### config.mk
export PLATFORM = sky130hd
export DESIGN_NAME = quarter_rate_quadrature_detector_top
export DESIGN_NICKNAME = d
export VERILOG_FILES = /design/src/sv/qrqd_pkg.sv /design/src/sv/qrqd_front.sv /design/src/sv/qrqd_queue.sv /design/src/sv/qrqd_back.sv /design/src/sv/quarter_rate_quadrature_detector_top.sv
export VERILOG_INCLUDE_DIRS = /design/src /design/src/sv
export SDC_FILE = /design/constraint.sdc
export NUM_CORES = 2
export LEC_CHECK = 0
export BUFFER_PORTS_ARGS = -buffer_cell sky130_fd_sc_hd__buf_2
export CAP_MARGIN = 10
export CORE_MARGIN = 2
export CORE_UTILIZATION = 40
export DETAILED_ROUTE_END_ITERATION = 8
export GPL_ROUTABILITY_DRIVEN = 0
export SLEW_MARGIN = 20
export SYNTH_ARGS = -nofsm -noshare
export SYNTH_HDL_FRONTEND = slang
export SYNTH_SLANG_ARGS = --single-unit
### constraint.sdc
create_clock -name i_clk -period 32.9 [get_ports i_clk]
set_clock_uncertainty 0.05 [all_clocks]
set_input_delay 3.29 -clock i_clk [delete_from_list [all_inputs] [get_ports i_clk]]
set_output_delay 3.29 -clock i_clk [all_outputs]
set_load 0.02 [all_outputs]
### src/sv/quarter_rate_quadrature_detector_top_macros.svh
// ----------------------------------------------------------------------------
// Assertion macros for the quarter-rate quadrature detector
// Shared shorthands for clocked implication checks with reset disable.
// ----------------------------------------------------------------------------
`ifndef QUARTER_RATE_QUADRATURE_DETECTOR_TOP_MACROS_SVH
`define QUARTER_RATE_QUADRATURE_DETECTOR_TOP_MACROS_SVH

// Same-cycle implication
`define QRQD_ASSERT_IMPLY(label, clk, rst_n, ante, cons) \
    label: assert property (@(posedge clk) disable iff (!(rst_n)) (ante) |-> (cons)) \
        else $error("qrqd check failed");

// Next-cycle implication
`define QRQD_ASSERT_NEXT(label, clk, rst_n, ante, cons) \
    label: assert property (@(posedge clk) disable iff (!(rst_n)) (ante) |=> (cons)) \
        else $error("qrqd check failed");

`endif

### src/sv/qrqd_pkg.sv
// ----------------------------------------------------------------------------
// qrqd_pkg
// Widths, constants and shared types of the quadrature detector.
// ----------------------------------------------------------------------------
package qrqd_pkg;

    localparam int AXES       = 3;
    localparam int TIME_W     = 32;
    localparam int SAMPLE_W   = 16;
    localparam int SUM_W      = 26;
    localparam int MAG_W      = 25;
    localparam int SQ_W       = 2 * MAG_W;
    localparam int AMP_W      = 25;
    localparam int REM_W      = AMP_W + 2;
    localparam int ITER_W     = $clog2(AMP_W);
    localparam int PERIODS_W  = 8;
    localparam int COUNT_W    = PERIODS_W + 1;
    localparam int QDEPTH     = 2;
    localparam int QPTR_W     = $clog2(QDEPTH);
    localparam int QCNT_W     = $clog2(QDEPTH + 1);
    localparam int AXIS_W     = $clog2(AXES);
    localparam int S_DATA_W   = 80;
    localparam int M_DATA_W   = 112;

    localparam logic [PERIODS_W-1:0] PERIODS_RESET = PERIODS_W'(10);

    // One finished block handed from the front to the back
    typedef struct packed {
        logic [TIME_W-1:0]            block_time;
        logic [AXES-1:0][SUM_W-1:0]   isum;
        logic [AXES-1:0][SUM_W-1:0]   qsum;
    } t_job;

    typedef struct packed {
        logic valid;
        t_job job;
    } t_push;

    typedef struct packed {
        logic full;
        logic empty;
    } t_qstat;

endpackage

### src/sv/qrqd_front.sv
// ----------------------------------------------------------------------------
// qrqd_front
// Accepts samples, demodulates them into per-axis I/Q sums and hands a
// finished block to the job queue.
// ----------------------------------------------------------------------------
module qrqd_front (
    input  logic                          i_clk,
    input  logic                          i_rst_n,
    input  logic                          s_axis_tvalid,
    output logic                          s_axis_tready,
    input  logic [qrqd_pkg::S_DATA_W-1:0] s_axis_tdata,
    input  logic                          i_cfg_valid,
    output logic                          o_cfg_ready,
    input  logic [qrqd_pkg::PERIODS_W-1:0] i_cfg_data,
    input  qrqd_pkg::t_qstat              i_qstat,
    output qrqd_pkg::t_push               o_push
);
    import qrqd_pkg::*;

    typedef enum logic [1:0] {PH_IADD, PH_QADD, PH_ISUB, PH_QSUB} t_phase;

    t_phase                  r_phase;
    logic [PERIODS_W-1:0]    r_period;
    logic [PERIODS_W-1:0]    r_periods;
    logic [TIME_W-1:0]       r_held;
    logic signed [SUM_W-1:0] r_isum [AXES];
    logic signed [SUM_W-1:0] r_qsum [AXES];
    logic signed [SUM_W-1:0] n_isum [AXES];
    logic signed [SUM_W-1:0] n_qsum [AXES];
    logic signed [SUM_W-1:0] w_smp  [AXES];

    logic [TIME_W-1:0]  w_time;
    logic [COUNT_W-1:0] w_done;
    logic [COUNT_W-1:0] w_target;
    logic               w_accept;
    logic               w_last;

    assign s_axis_tready = !i_qstat.full;
    assign o_cfg_ready   = 1'b1;
    assign w_accept      = s_axis_tvalid && s_axis_tready;
    assign w_time        = s_axis_tdata[TIME_W-1:0];

    // unpack and sign-extend the three axes
    always_comb begin
        for (int a = 0; a < AXES; a++) begin
            w_smp[a] = SUM_W'($signed(s_axis_tdata[TIME_W + a*SAMPLE_W +: SAMPLE_W]));
        end
    end

    // demodulation: +I, +Q, -I, -Q
    always_comb begin
        for (int a = 0; a < AXES; a++) begin
            n_isum[a] = r_isum[a];
            n_qsum[a] = r_qsum[a];
            unique case (r_phase)
                PH_IADD: n_isum[a] = r_isum[a] + w_smp[a];
                PH_QADD: n_qsum[a] = r_qsum[a] + w_smp[a];
                PH_ISUB: n_isum[a] = r_isum[a] - w_smp[a];
                PH_QSUB: n_qsum[a] = r_qsum[a] - w_smp[a];
                default: n_isum[a] = r_isum[a];
            endcase
        end
    end

    // end of block: setting of zero means 256 periods
    assign w_done   = {1'b0, r_period} + COUNT_W'(1);
    assign w_target = (r_periods == '0) ? COUNT_W'(1 << PERIODS_W) : {1'b0, r_periods};
    assign w_last   = (r_phase == PH_QSUB) && (w_done >= w_target);

    // job handed to the queue
    always_comb begin
        o_push.valid           = w_accept && w_last;
        o_push.job.block_time  = r_held;
        for (int a = 0; a < AXES; a++) begin
            o_push.job.isum[a] = n_isum[a];
            o_push.job.qsum[a] = n_qsum[a];
        end
    end

    always_ff @(posedge i_clk) begin
        if (!i_rst_n) begin
            r_phase   <= PH_IADD;
            r_period  <= '0;
            r_periods <= PERIODS_RESET;
            r_held    <= '0;
            for (int a = 0; a < AXES; a++) begin
                r_isum[a] <= '0;
                r_qsum[a] <= '0;
            end
        end else begin
            if (i_cfg_valid) begin
                r_periods <= i_cfg_data;
            end
            if (w_accept) begin
                r_phase <= t_phase'(r_phase + 2'd1);
                if (r_phase == PH_IADD) begin
                    r_held <= w_time;
                end
                for (int a = 0; a < AXES; a++) begin
                    r_isum[a] <= w_last ? '0 : n_isum[a];
                    r_qsum[a] <= w_last ? '0 : n_qsum[a];
                end
                if (w_last) begin
                    r_period <= '0;
                end else if (r_phase == PH_QSUB) begin
                    r_period <= w_done[PERIODS_W-1:0];
                end
            end
        end
    end

endmodule

### src/sv/qrqd_queue.sv
// ----------------------------------------------------------------------------
// qrqd_queue
// Small job queue between the front and the back.
// ----------------------------------------------------------------------------
module qrqd_queue (
    input  logic             i_clk,
    input  logic             i_rst_n,
    input  qrqd_pkg::t_push  i_push,
    input  logic             i_pop,
    output qrqd_pkg::t_job   o_head,
    output qrqd_pkg::t_qstat o_qstat
);
    import qrqd_pkg::*;
    `include "quarter_rate_quadrature_detector_top_macros.svh"

    t_job              r_mem [QDEPTH];
    logic [QPTR_W-1:0] r_wr;
    logic [QPTR_W-1:0] r_rd;
    logic [QCNT_W-1:0] r_cnt;

    assign o_head        = r_mem[r_rd];
    assign o_qstat.full  = (r_cnt == QCNT_W'(QDEPTH));
    assign o_qstat.empty = (r_cnt == '0);

    // storage, no reset needed
    always_ff @(posedge i_clk) begin
        if (i_push.valid) begin
            r_mem[r_wr] <= i_push.job;
        end
    end

    // pointers and fill count
    always_ff @(posedge i_clk) begin
        if (!i_rst_n) begin
            r_wr  <= '0;
            r_rd  <= '0;
            r_cnt <= '0;
        end else begin
            if (i_push.valid) begin
                r_wr <= r_wr + QPTR_W'(1);
            end
            if (i_pop) begin
                r_rd <= r_rd + QPTR_W'(1);
            end
            if (i_push.valid && !i_pop) begin
                r_cnt <= r_cnt + QCNT_W'(1);
            end else if (i_pop && !i_push.valid) begin
                r_cnt <= r_cnt - QCNT_W'(1);
            end
        end
    end

    `QRQD_ASSERT_IMPLY(a_no_push_full, i_clk, i_rst_n, i_push.valid, !o_qstat.full)
    `QRQD_ASSERT_IMPLY(a_no_pop_empty, i_clk, i_rst_n, i_pop, !o_qstat.empty)
    `QRQD_ASSERT_IMPLY(a_cnt_bound, i_clk, i_rst_n, 1'b1, r_cnt <= QCNT_W'(QDEPTH))

endmodule

### src/sv/qrqd_back.sv
// ----------------------------------------------------------------------------
// qrqd_back
// Per axis: squares I and Q on one shared multiplier, then takes the floor
// square root one result bit per cycle; holds the result in the output stage.
// ----------------------------------------------------------------------------
module qrqd_back (
    input  logic                          i_clk,
    input  logic                          i_rst_n,
    input  qrqd_pkg::t_job                i_head,
    input  qrqd_pkg::t_qstat              i_qstat,
    output logic                          o_pop,
    output logic                          m_axis_tvalid,
    input  logic                          m_axis_tready,
    output logic [qrqd_pkg::M_DATA_W-1:0] m_axis_tdata
);
    import qrqd_pkg::*;
    `include "quarter_rate_quadrature_detector_top_macros.svh"

    typedef enum logic [2:0] {S_IDLE, S_SQI, S_SQQ, S_ADD, S_ROOT, S_OUT} t_state;

    t_state              r_state;
    logic [AXIS_W-1:0]   r_axis;
    logic [ITER_W-1:0]   r_iter;
    logic [SQ_W-1:0]     r_sq_i;
    logic [SQ_W-1:0]     r_sq_q;
    logic [SQ_W-1:0]     r_rad;
    logic [REM_W-1:0]    r_rem;
    logic [AMP_W-1:0]    r_root;
    logic [AMP_W-1:0]    r_amp [AXES];
    logic                r_m_valid;
    logic [TIME_W-1:0]   r_m_time;
    logic [AMP_W-1:0]    r_m_amp [AXES];

    logic [SUM_W-1:0]    w_sum;
    logic [SUM_W-1:0]    w_abs;
    logic [MAG_W-1:0]    w_mag;
    logic [REM_W+1:0]    w_shift;
    logic [REM_W+1:0]    w_trial;
    logic                w_take;
    logic [REM_W-1:0]    n_rem;
    logic [AMP_W-1:0]    n_root;
    logic                w_slot;

    // multiplier operand: |I| or |Q| of the current axis
    assign w_sum = (r_state == S_SQI) ? i_head.isum[r_axis] : i_head.qsum[r_axis];
    assign w_abs = w_sum[SUM_W-1] ? (~w_sum + SUM_W'(1)) : w_sum;
    assign w_mag = w_abs[MAG_W-1:0];

    // one restoring square-root step
    assign w_shift = {r_rem, r_rad[SQ_W-1 -: 2]};
    assign w_trial = {2'b00, r_root, 2'b01};
    assign w_take  = (w_shift >= w_trial);
    assign n_rem   = w_take ? REM_W'(w_shift - w_trial) : w_shift[REM_W-1:0];
    assign n_root  = {r_root[AMP_W-2:0], w_take};

    assign w_slot = !r_m_valid || m_axis_tready;
    assign o_pop  = (r_state == S_OUT) && w_slot;

    // output beat: block_time, amplitude_x, amplitude_y, amplitude_z
    assign m_axis_tvalid = r_m_valid;
    assign m_axis_tdata  = {(M_DATA_W - TIME_W - AXES*AMP_W)'(0),
                            r_m_amp[2], r_m_amp[1], r_m_amp[0], r_m_time};

    // sequencer and output stage
    always_ff @(posedge i_clk) begin
        if (!i_rst_n) begin
            r_state   <= S_IDLE;
            r_axis    <= '0;
            r_iter    <= '0;
            r_m_valid <= 1'b0;
        end else begin
            // beat taken and no new one loaded behind it
            if (r_m_valid && m_axis_tready && !o_pop) begin
                r_m_valid <= 1'b0;
            end
            unique case (r_state)
                S_IDLE: begin
                    if (!i_qstat.empty) begin
                        r_axis  <= '0;
                        r_state <= S_SQI;
                    end
                end
                S_SQI: begin
                    r_sq_i  <= w_mag * w_mag;
                    r_state <= S_SQQ;
                end
                S_SQQ: begin
                    r_sq_q  <= w_mag * w_mag;
                    r_state <= S_ADD;
                end
                S_ADD: begin
                    r_rad   <= r_sq_i + r_sq_q;
                    r_rem   <= '0;
                    r_root  <= '0;
                    r_iter  <= ITER_W'(AMP_W - 1);
                    r_state <= S_ROOT;
                end
                S_ROOT: begin
                    r_rad  <= {r_rad[SQ_W-3:0], 2'b00};
                    r_rem  <= n_rem;
                    r_root <= n_root;
                    r_iter <= r_iter - ITER_W'(1);
                    if (r_iter == '0) begin
                        r_amp[r_axis] <= n_root;
                        if (r_axis == AXIS_W'(AXES - 1)) begin
                            r_state <= S_OUT;
                        end else begin
                            r_axis  <= r_axis + AXIS_W'(1);
                            r_state <= S_SQI;
                        end
                    end
                end
                S_OUT: begin
                    if (w_slot) begin
                        r_m_valid <= 1'b1;
                        r_m_time  <= i_head.block_time;
                        for (int a = 0; a < AXES; a++) begin
                            r_m_amp[a] <= r_amp[a];
                        end
                        r_state <= S_IDLE;
                    end
                end
                default: r_state <= S_IDLE;
            endcase
        end
    end

    `QRQD_ASSERT_IMPLY(a_job_held, i_clk, i_rst_n, r_state != S_IDLE, !i_qstat.empty)
    `QRQD_ASSERT_NEXT(a_out_loaded, i_clk, i_rst_n, o_pop, r_m_valid)
    `QRQD_ASSERT_IMPLY(a_axis_range, i_clk, i_rst_n, r_state != S_IDLE, r_axis < AXIS_W'(AXES))

endmodule

### src/sv/quarter_rate_quadrature_detector_top.sv
// One sample beat is taken per cycle while the two-entry job queue has room.
// After the block's closing phase-3 beat, the result is built per axis from
// the squares of I and Q on the shared multiplier, one add and 25 square-root steps.
// The root unit handles one block at a time and so sets the result rate;
// sample beats stall only when two finished blocks are still waiting.
// Synchronous active-low reset clears phase, counters, sums, queue and output.
// ----------------------------------------------------------------------------
// quarter_rate_quadrature_detector_top
// Three-axis fs/4 quadrature demodulator with per-axis amplitude output.
// ----------------------------------------------------------------------------
module quarter_rate_quadrature_detector_top (
    input  logic                           i_clk,
    input  logic                           i_rst_n,
    // sample_time[31:0], axis_x[47:32], axis_y[63:48], axis_z[79:64]
    input  logic                           s_axis_tvalid,
    output logic                           s_axis_tready,
    input  logic [qrqd_pkg::S_DATA_W-1:0]  s_axis_tdata,
    // block_time[31:0], amplitude_x[56:32], amplitude_y[81:57],
    // amplitude_z[106:82], zero fill above
    output logic                           m_axis_tvalid,
    input  logic                           m_axis_tready,
    output logic [qrqd_pkg::M_DATA_W-1:0]  m_axis_tdata,
    // periods_per_block
    input  logic                           i_cfg_valid,
    output logic                           o_cfg_ready,
    input  logic [qrqd_pkg::PERIODS_W-1:0] i_cfg_data
);
    import qrqd_pkg::*;

    t_push  w_push;
    t_job   w_head;
    t_qstat w_qstat;
    logic   w_pop;

    qrqd_front u_front (
        .i_clk         (i_clk),
        .i_rst_n       (i_rst_n),
        .s_axis_tvalid (s_axis_tvalid),
        .s_axis_tready (s_axis_tready),
        .s_axis_tdata  (s_axis_tdata),
        .i_cfg_valid   (i_cfg_valid),
        .o_cfg_ready   (o_cfg_ready),
        .i_cfg_data    (i_cfg_data),
        .i_qstat       (w_qstat),
        .o_push        (w_push)
    );

    qrqd_queue u_queue (
        .i_clk   (i_clk),
        .i_rst_n (i_rst_n),
        .i_push  (w_push),
        .i_pop   (w_pop),
        .o_head  (w_head),
        .o_qstat (w_qstat)
    );

    qrqd_back u_back (
        .i_clk         (i_clk),
        .i_rst_n       (i_rst_n),
        .i_head        (w_head),
        .i_qstat       (w_qstat),
        .o_pop         (w_pop),
        .m_axis_tvalid (m_axis_tvalid),
        .m_axis_tready (m_axis_tready),
        .m_axis_tdata  (m_axis_tdata)
    );

endmodule
# Word level (Yosys, flattened, before mapping)
# Memory sizes are Yosys's and may differ from the RTL's. A register that Yosys moved wholly into a read port is not among the register bits.
# Cells that the tools add are included.
# Widths: inputs -> output; s select.
dict set report totals {
  reg_bits 299
  mem_bits_rw 682
  in_bits 93
  elab_cells 162
  n_memories 5
}
# name depth width rd rd_clocked_by_memory_dff wr line
set mem_list {}
lappend mem_list {u_queue.r_mem 2 188 1 1 1 qrqd_queue.sv:16} ;# t_job r_mem [QDEPTH];
lappend mem_list {u_front.r_isum 3 26 3 0 3 qrqd_front.sv:26} ;# logic signed [SUM_W-1:0] r_isum [AXES];
lappend mem_list {u_front.r_qsum 3 26 3 0 3 qrqd_front.sv:27} ;# logic signed [SUM_W-1:0] r_qsum [AXES];
lappend mem_list {u_back.r_amp 3 25 3 0 1 qrqd_back.sv:29} ;# logic [AMP_W-1:0] r_amp [AXES];
lappend mem_list {u_back.r_m_amp 3 25 3 0 3 qrqd_back.sv:32} ;# logic [AMP_W-1:0] r_m_amp [AXES];
dict set report op_classes {
  add_sub_neg 23
  n_mul 1
  order_cmp 3
  n_eq_ne 14
  n_mux 62
  bitwise_logic 7
  reduce_logical 30
}
# cell n
set ops {}
lappend ops {{$mux 26} 15}
lappend ops {{$pmux 26 s2} 6}
lappend ops {{$add 26x16->26} 6}
lappend ops {{$sub 26x16->26} 6}
lappend ops {{$bmux 26 s2} 2}
lappend ops {{$pmux 50 s2} 1}
lappend ops {{$pmux 27 s2} 1}
lappend ops {{$add 50x50->50} 1}
lappend ops {{$mul 25x25->50} 1}
lappend ops {{$pmux 25 s2} 1}
lappend ops {{$ge 29x27->1} 1}
lappend ops {{$mux 27} 1}
lappend ops {{$sub 27x27->27} 1}
lappend ops {{$add 25x1->25 const B} 1}
lappend ops {{$mux 25} 1}
lappend ops {{$not 25->25} 1}
lappend ops {{$mux 1} 19}
lappend ops {{$pmux 3 s6} 1}
lappend ops {{$mux 8} 2}
lappend ops {{$mux 3} 4}
lappend ops {{$mux 2} 5}
lappend ops {{$pmux 5 s2} 1}
lappend ops {{$reduce_and 2->1} 5}
lappend ops {{$add 8x1->9 const B} 1}
lappend ops {{26 further kinds} 56}

# Logic depth before layout (Yosys ltp)
dict set report logic_depth {
  word_depth 9
  ltp_mapped 43
  mapped_depth_nobuf 37
}

# Cells and area by module
# From an unflattened synthesis, not the netlist that was laid out.
dict set report hier_totals {
  cells_unflattened 6382
  area_unflattened_um2 70049.7
}
# mod instances cells_each area_each_um2 seq_area_each_um2
set by_module_without_submodules {}
lappend by_module_without_submodules {qrqd_back 1 3272 35786.8 11691.2}
lappend by_module_without_submodules {qrqd_front 1 2503 20060.5 5685.5}
lappend by_module_without_submodules {qrqd_queue 1 607 14202.4 11390.9}

# Worst setup path after synthesis
# No wires, ideal clock.
dict set report synth_timing {
  kind {input to register}
  startpoint {input port s_axis_tvalid}
  endpoint {register u_queue.r_wr}
  setup_time_ns 0.117
  arrival_ns 17.488
  required_time_ns 32.733
  slack_ns 15.245
  path_stages 5
  path_buffers 1
  cell_sequence {and2_1 > clkbuf_1 > nand2_1 > nor3_1 > o21a_1}
}
dict set report synth_between {
  elab_chain_cells 2
}
# element line
set synth_rtl {}
lappend synth_rtl {{start: declaration} quarter_rate_quadrature_detector_top.sv:15} ;# input logic s_axis_tvalid,
lappend synth_rtl {{$logic_and 1x1->1} qrqd_front.sv:40} ;# assign w_accept = s_axis_tvalid && s_axis_tready;
lappend synth_rtl {{$logic_and 1x1->1} qrqd_front.sv:72} ;# o_push.valid = w_accept && w_last;
lappend synth_rtl {{end signal: assignment} qrqd_queue.sv:40} ;# r_wr <= r_wr + QPTR_W'(1);
lappend synth_rtl {{end: declaration} qrqd_queue.sv:17} ;# logic [QPTR_W-1:0] r_wr;
# Every way passes these cells.
# A chain may end at the register's enable or synchronous reset.

==> flow_metrics.env <==
export IMPL_cts_sinks=980
export IMPL_pin_count=208
export IMPL_start_kind="register"
export IMPL_path_max_fanout=44
export IMPL_grt_setup_unrepaired="no"
export IMPL_crit_slowest_cell="buf_4"
export IMPL_synthSimpleGateAreaFrac_pct=11.2
export IMPL_synth_ff_type="edfxtp_1"
export IMPL_grt_first_pass_wirelength_um=263000
export IMPL_core_mm2=0.168
export IMPL_setup_tns_ns=0
export IMPL_rows=150
export IMPL_dr_first_iter_drc_count=3326
export IMPL_start_util_pct=40.4
export IMPL_synthCells=6139
export IMPL_die_y_um=415
export IMPL_max_slew_margin_pct=28.2
export IMPL_synth_edf_count=914
export IMPL_cp_arrival_ns=12.88
export IMPL_dpl_hpwl_um=125000
export IMPL_yosys_area_top_type="edfxtp_1"
export IMPL_path_class="register to register"
export IMPL_cts_htree_levels=3
export IMPL_antenna_found_initial=2
export IMPL_cts_resized_gates=0
export IMPL_yosysSeqAreaShare_pct=42.5
export IMPL_use_met2_pct=32.3
export IMPL_hold_viol=0
export IMPL_yosys_warnings=0
export IMPL_avgSynthCellArea_um2=11.0
export IMPL_status="complete, no violations"
export IMPL_synth_area_top_cells="edfxtp_1 (41%), fa_1 (14%), ha_1 (7.9%)"
export IMPL_busiest_layer="met2"
export IMPL_period_share_pct=37.9
export IMPL_cts_hold_buf=0
export IMPL_grt_start_max_net_pins=76
export IMPL_n_fill_cell=15600
export IMPL_vias_per_cell=5.30
export IMPL_use_met1_pct=26.2
export IMPL_mappedNetlistArea_mm2=0.0677
export IMPL_cts_tree="done"
export IMPL_synth_cell_types=91
export IMPL_drc=0
export IMPL_setup_viol=0
export IMPL_first_pass_iters=6
export IMPL_crit_top_cell="fa_1"
export IMPL_vias=45500
export IMPL_root_buffer="clkbuf_16"
export IMPL_ys_ff_latch=980
export IMPL_drive_gt1_share_pct=9.98
export IMPL_die_w_um=415
export IMPL_hp_class="register to register"
export IMPL_synth_fa_ha_area_share_pct=21.9
export IMPL_critical_path_endpoint_type="register"
export IMPL_final_cell_area_mm2=0.0747
export IMPL_wl_per_cell_um=19.7
export IMPL_crit_required_ns=33.31
export IMPL_final_min_clock_period_ns=12.48
export IMPL_max_freq_ghz=0.0801
export IMPL_synthArstFlopShare_pct=0
export IMPL_placed_cell_area_mm2=0.0713
export IMPL_clk_pin_slew_ns=0.07
export IMPL_insertion_delay_ns=0.72
export IMPL_cap_violations=0
export IMPL_finalNetCount=7292
export IMPL_synth_compound_area_share_pct=10.1
export IMPL_yosysTopAreaCellShare_pct=40.5
export IMPL_worst_pin_slew_ns=1.08
export IMPL_synth_xor_xnor_area_share_pct=4.58
export IMPL_io_buffers=201
export IMPL_cts_setup_buffers=0
export IMPL_ant_nets=0
export IMPL_synth_mux_area_share_pct=4.09
export IMPL_grt_use_met3_pct=2.92
export IMPL_grt_pass1_vias=45700
export IMPL_grt_ovfl_total=0
export IMPL_die_area_mm2=0.173
export IMPL_synth_top_family_by_area="adder cells"
export IMPL_max_stage_delay_ns=0.83
export IMPL_drv_slew=0
export IMPL_clk_path_buf_depth=3
export IMPL_drt_wl_total_um=169000
export IMPL_areaGrowthSynthToFinish_pct=10.3
export IMPL_numCtsBuffers=101
export IMPL_grtUsageTotal_pct=19.4
[final timing paths]
path / startpoint / endpoint / slack [ns] / cells past startpoint
worst max register to register: register / u_back.r_sq_q[43]$_DFFE_PP_ / 20.42 / 32
worst max-delay path: register / u_back.r_sq_q[43]$_DFFE_PP_ / 20.42 / 32
worst min-delay path: u_back.r_amp[1][12]$_DFFE_PP_ / u_back.r_m_amp[0][37]$_DFFE_PP_ / 0.37 / 0
worst min register to register: u_back.r_amp[1][12]$_DFFE_PP_ / u_back.r_m_amp[0][37]$_DFFE_PP_ / 0.37 / 0
[sequential cells by signal, indices dropped and copies added, names as in the netlist, named ones only]
name / cells
u_front.r_periods: 8
u_back.r_iter: 5
u_back.r_axis: 2
u_back.r_sq_i: 49
u_queue.r_mem: 376
u_back.r_rem: 27
u_front.r_held: 32
u_queue.r_cnt: 2
u_front.r_qsum: 78
u_back.r_m_amp: 75
u_front.r_phase: 2
u_back.r_rad: 50
u_back.m_axis_tvalid: 1
u_front.r_isum: 78
u_back.r_root: 25
u_back.r_amp: 75
u_back.r_sq_q: 49
u_front.r_period: 8
u_queue.r_rd: 1
u_back.r_state: 3
u_queue.r_wr: 1
u_back.r_m_time: 32
[routing by layer]
metal	vias to the layer above	part of all wire [%]	routed length [um]
met3	258	5.3	8910
li1	21500	-	-
met1	22700	44	74800
met4	2	2.8	4710
met5	-	0.0077	13
met2	1133	48	80600
[worst max-delay path: cells and delay by family (launching register included)]
kind                       cells  cell delay (ns)
adders and majority gates      8             3.72
AOI/OAI and AO/OA             11             3.10
buffers and inverters          6             2.12
and+or+nand+nor                4             1.18
DFF                            1             0.74
muxes                          1             0.61
xor gates and xnor gates       2             0.59
[cell families (layout without fill, tap and decap cells)]
logic type / after synthesis / count (layout)
fa+ha+maj: 901 / 901
mux: 172 / 172
compound gates: 1097 / 1097
xor+xnor: 349 / 349
buf+inv: 985 / 1223
flops: 980 / 980
simple gates: 1653 / 1653
other cells: 2 / 12
[synthesized netlist by cell type (all sizes together) (8+ instances only)]
cell type	number
edfxtp	914
inv	764
nor2	571
nand2	511
fa	472
a21oi	465
ha	429
xnor2	259
o21ai	150
a21o	145
and2	145
clkbuf	144
nor3	97
xor2	90
mux4	78
buf	73
dfxtp	66
nand3	61
and3	57
mux2	56
o21a	50
o21bai	46
nand2b	41
mux2i	38
nor2b	36
a31oi	31
o31ai	31
a211oi	29
or3	26
or2	22
nand4	21
nor3b	21
nor4	15
o211ai	15
a221oi	12
a41oi	12
a21boi	11
o2111ai	10
o31a	8
o41ai	8
[area by class of cell]
type	count	area, um2	share of cell area (%)
Timing Repair Buffer	269	1520	2.03
Antenna cell	6	15.0	0.0201
Clock buffer	124	2670	3.57
Multi-Input combinational cell	4178	35400	47.4
Inverter	768	2890	3.87
Sequential cell	980	28800	38.5
Clock inverter	62	688	0.922
Tap cell	2204	2760	3.69
[per-stage QoR]
| step | instances | hold WS, ns | utilization, % | worst slack, ns |
|---|---|---|---|---|
| 6_report | 8591 | 0.368 | 44.5 | 20.42 |
| 5_1_grt | 8586 | 0.376 | 44.5 | 19.66 |
| 4_1_cts | 8585 | 0.369 | 44.5 | 20.23 |
| 3_5_place_dp | 8399 | 0.355 | 42.5 | 20.28 |
| 3_3_place_gp | 8399 | 0.351 | 42.5 | 20.53 |
| 2_1_floorplan | 6143 | 0.350 | - | 15.25 |
[layout by cell type, fill, tap and decap left out, types with 17 or more instances in the layout]
master / count
a211oi_1: 28
a21o_1: 145
a21oi_1: 463
a31oi_1: 30
and2_1: 144
and3_1: 57
buf_2: 201
buf_4: 68
clkbuf_1: 19
clkbuf_16: 102
clkinv_1: 17
dfxtp_1: 64
edfxtp_1: 914
fa_1: 472
ha_1: 427
inv_1: 755
mux2_2: 56
mux2i_1: 38
mux4_2: 78
nand2_1: 509
nand2b_1: 40
nand3_1: 61
nand4_1: 21
nor2_1: 560
nor2b_1: 36
nor3_1: 95
nor3b_1: 19
o21a_1: 50
o21ai_0: 149
o21bai_1: 46
o31ai_1: 31
or3_1: 26
xnor2_1: 251
xor2_1: 85
Power is left out: the tool's default activity adds up to more than one toggle a clock period on the data nets, which glitch-free logic cannot reach.
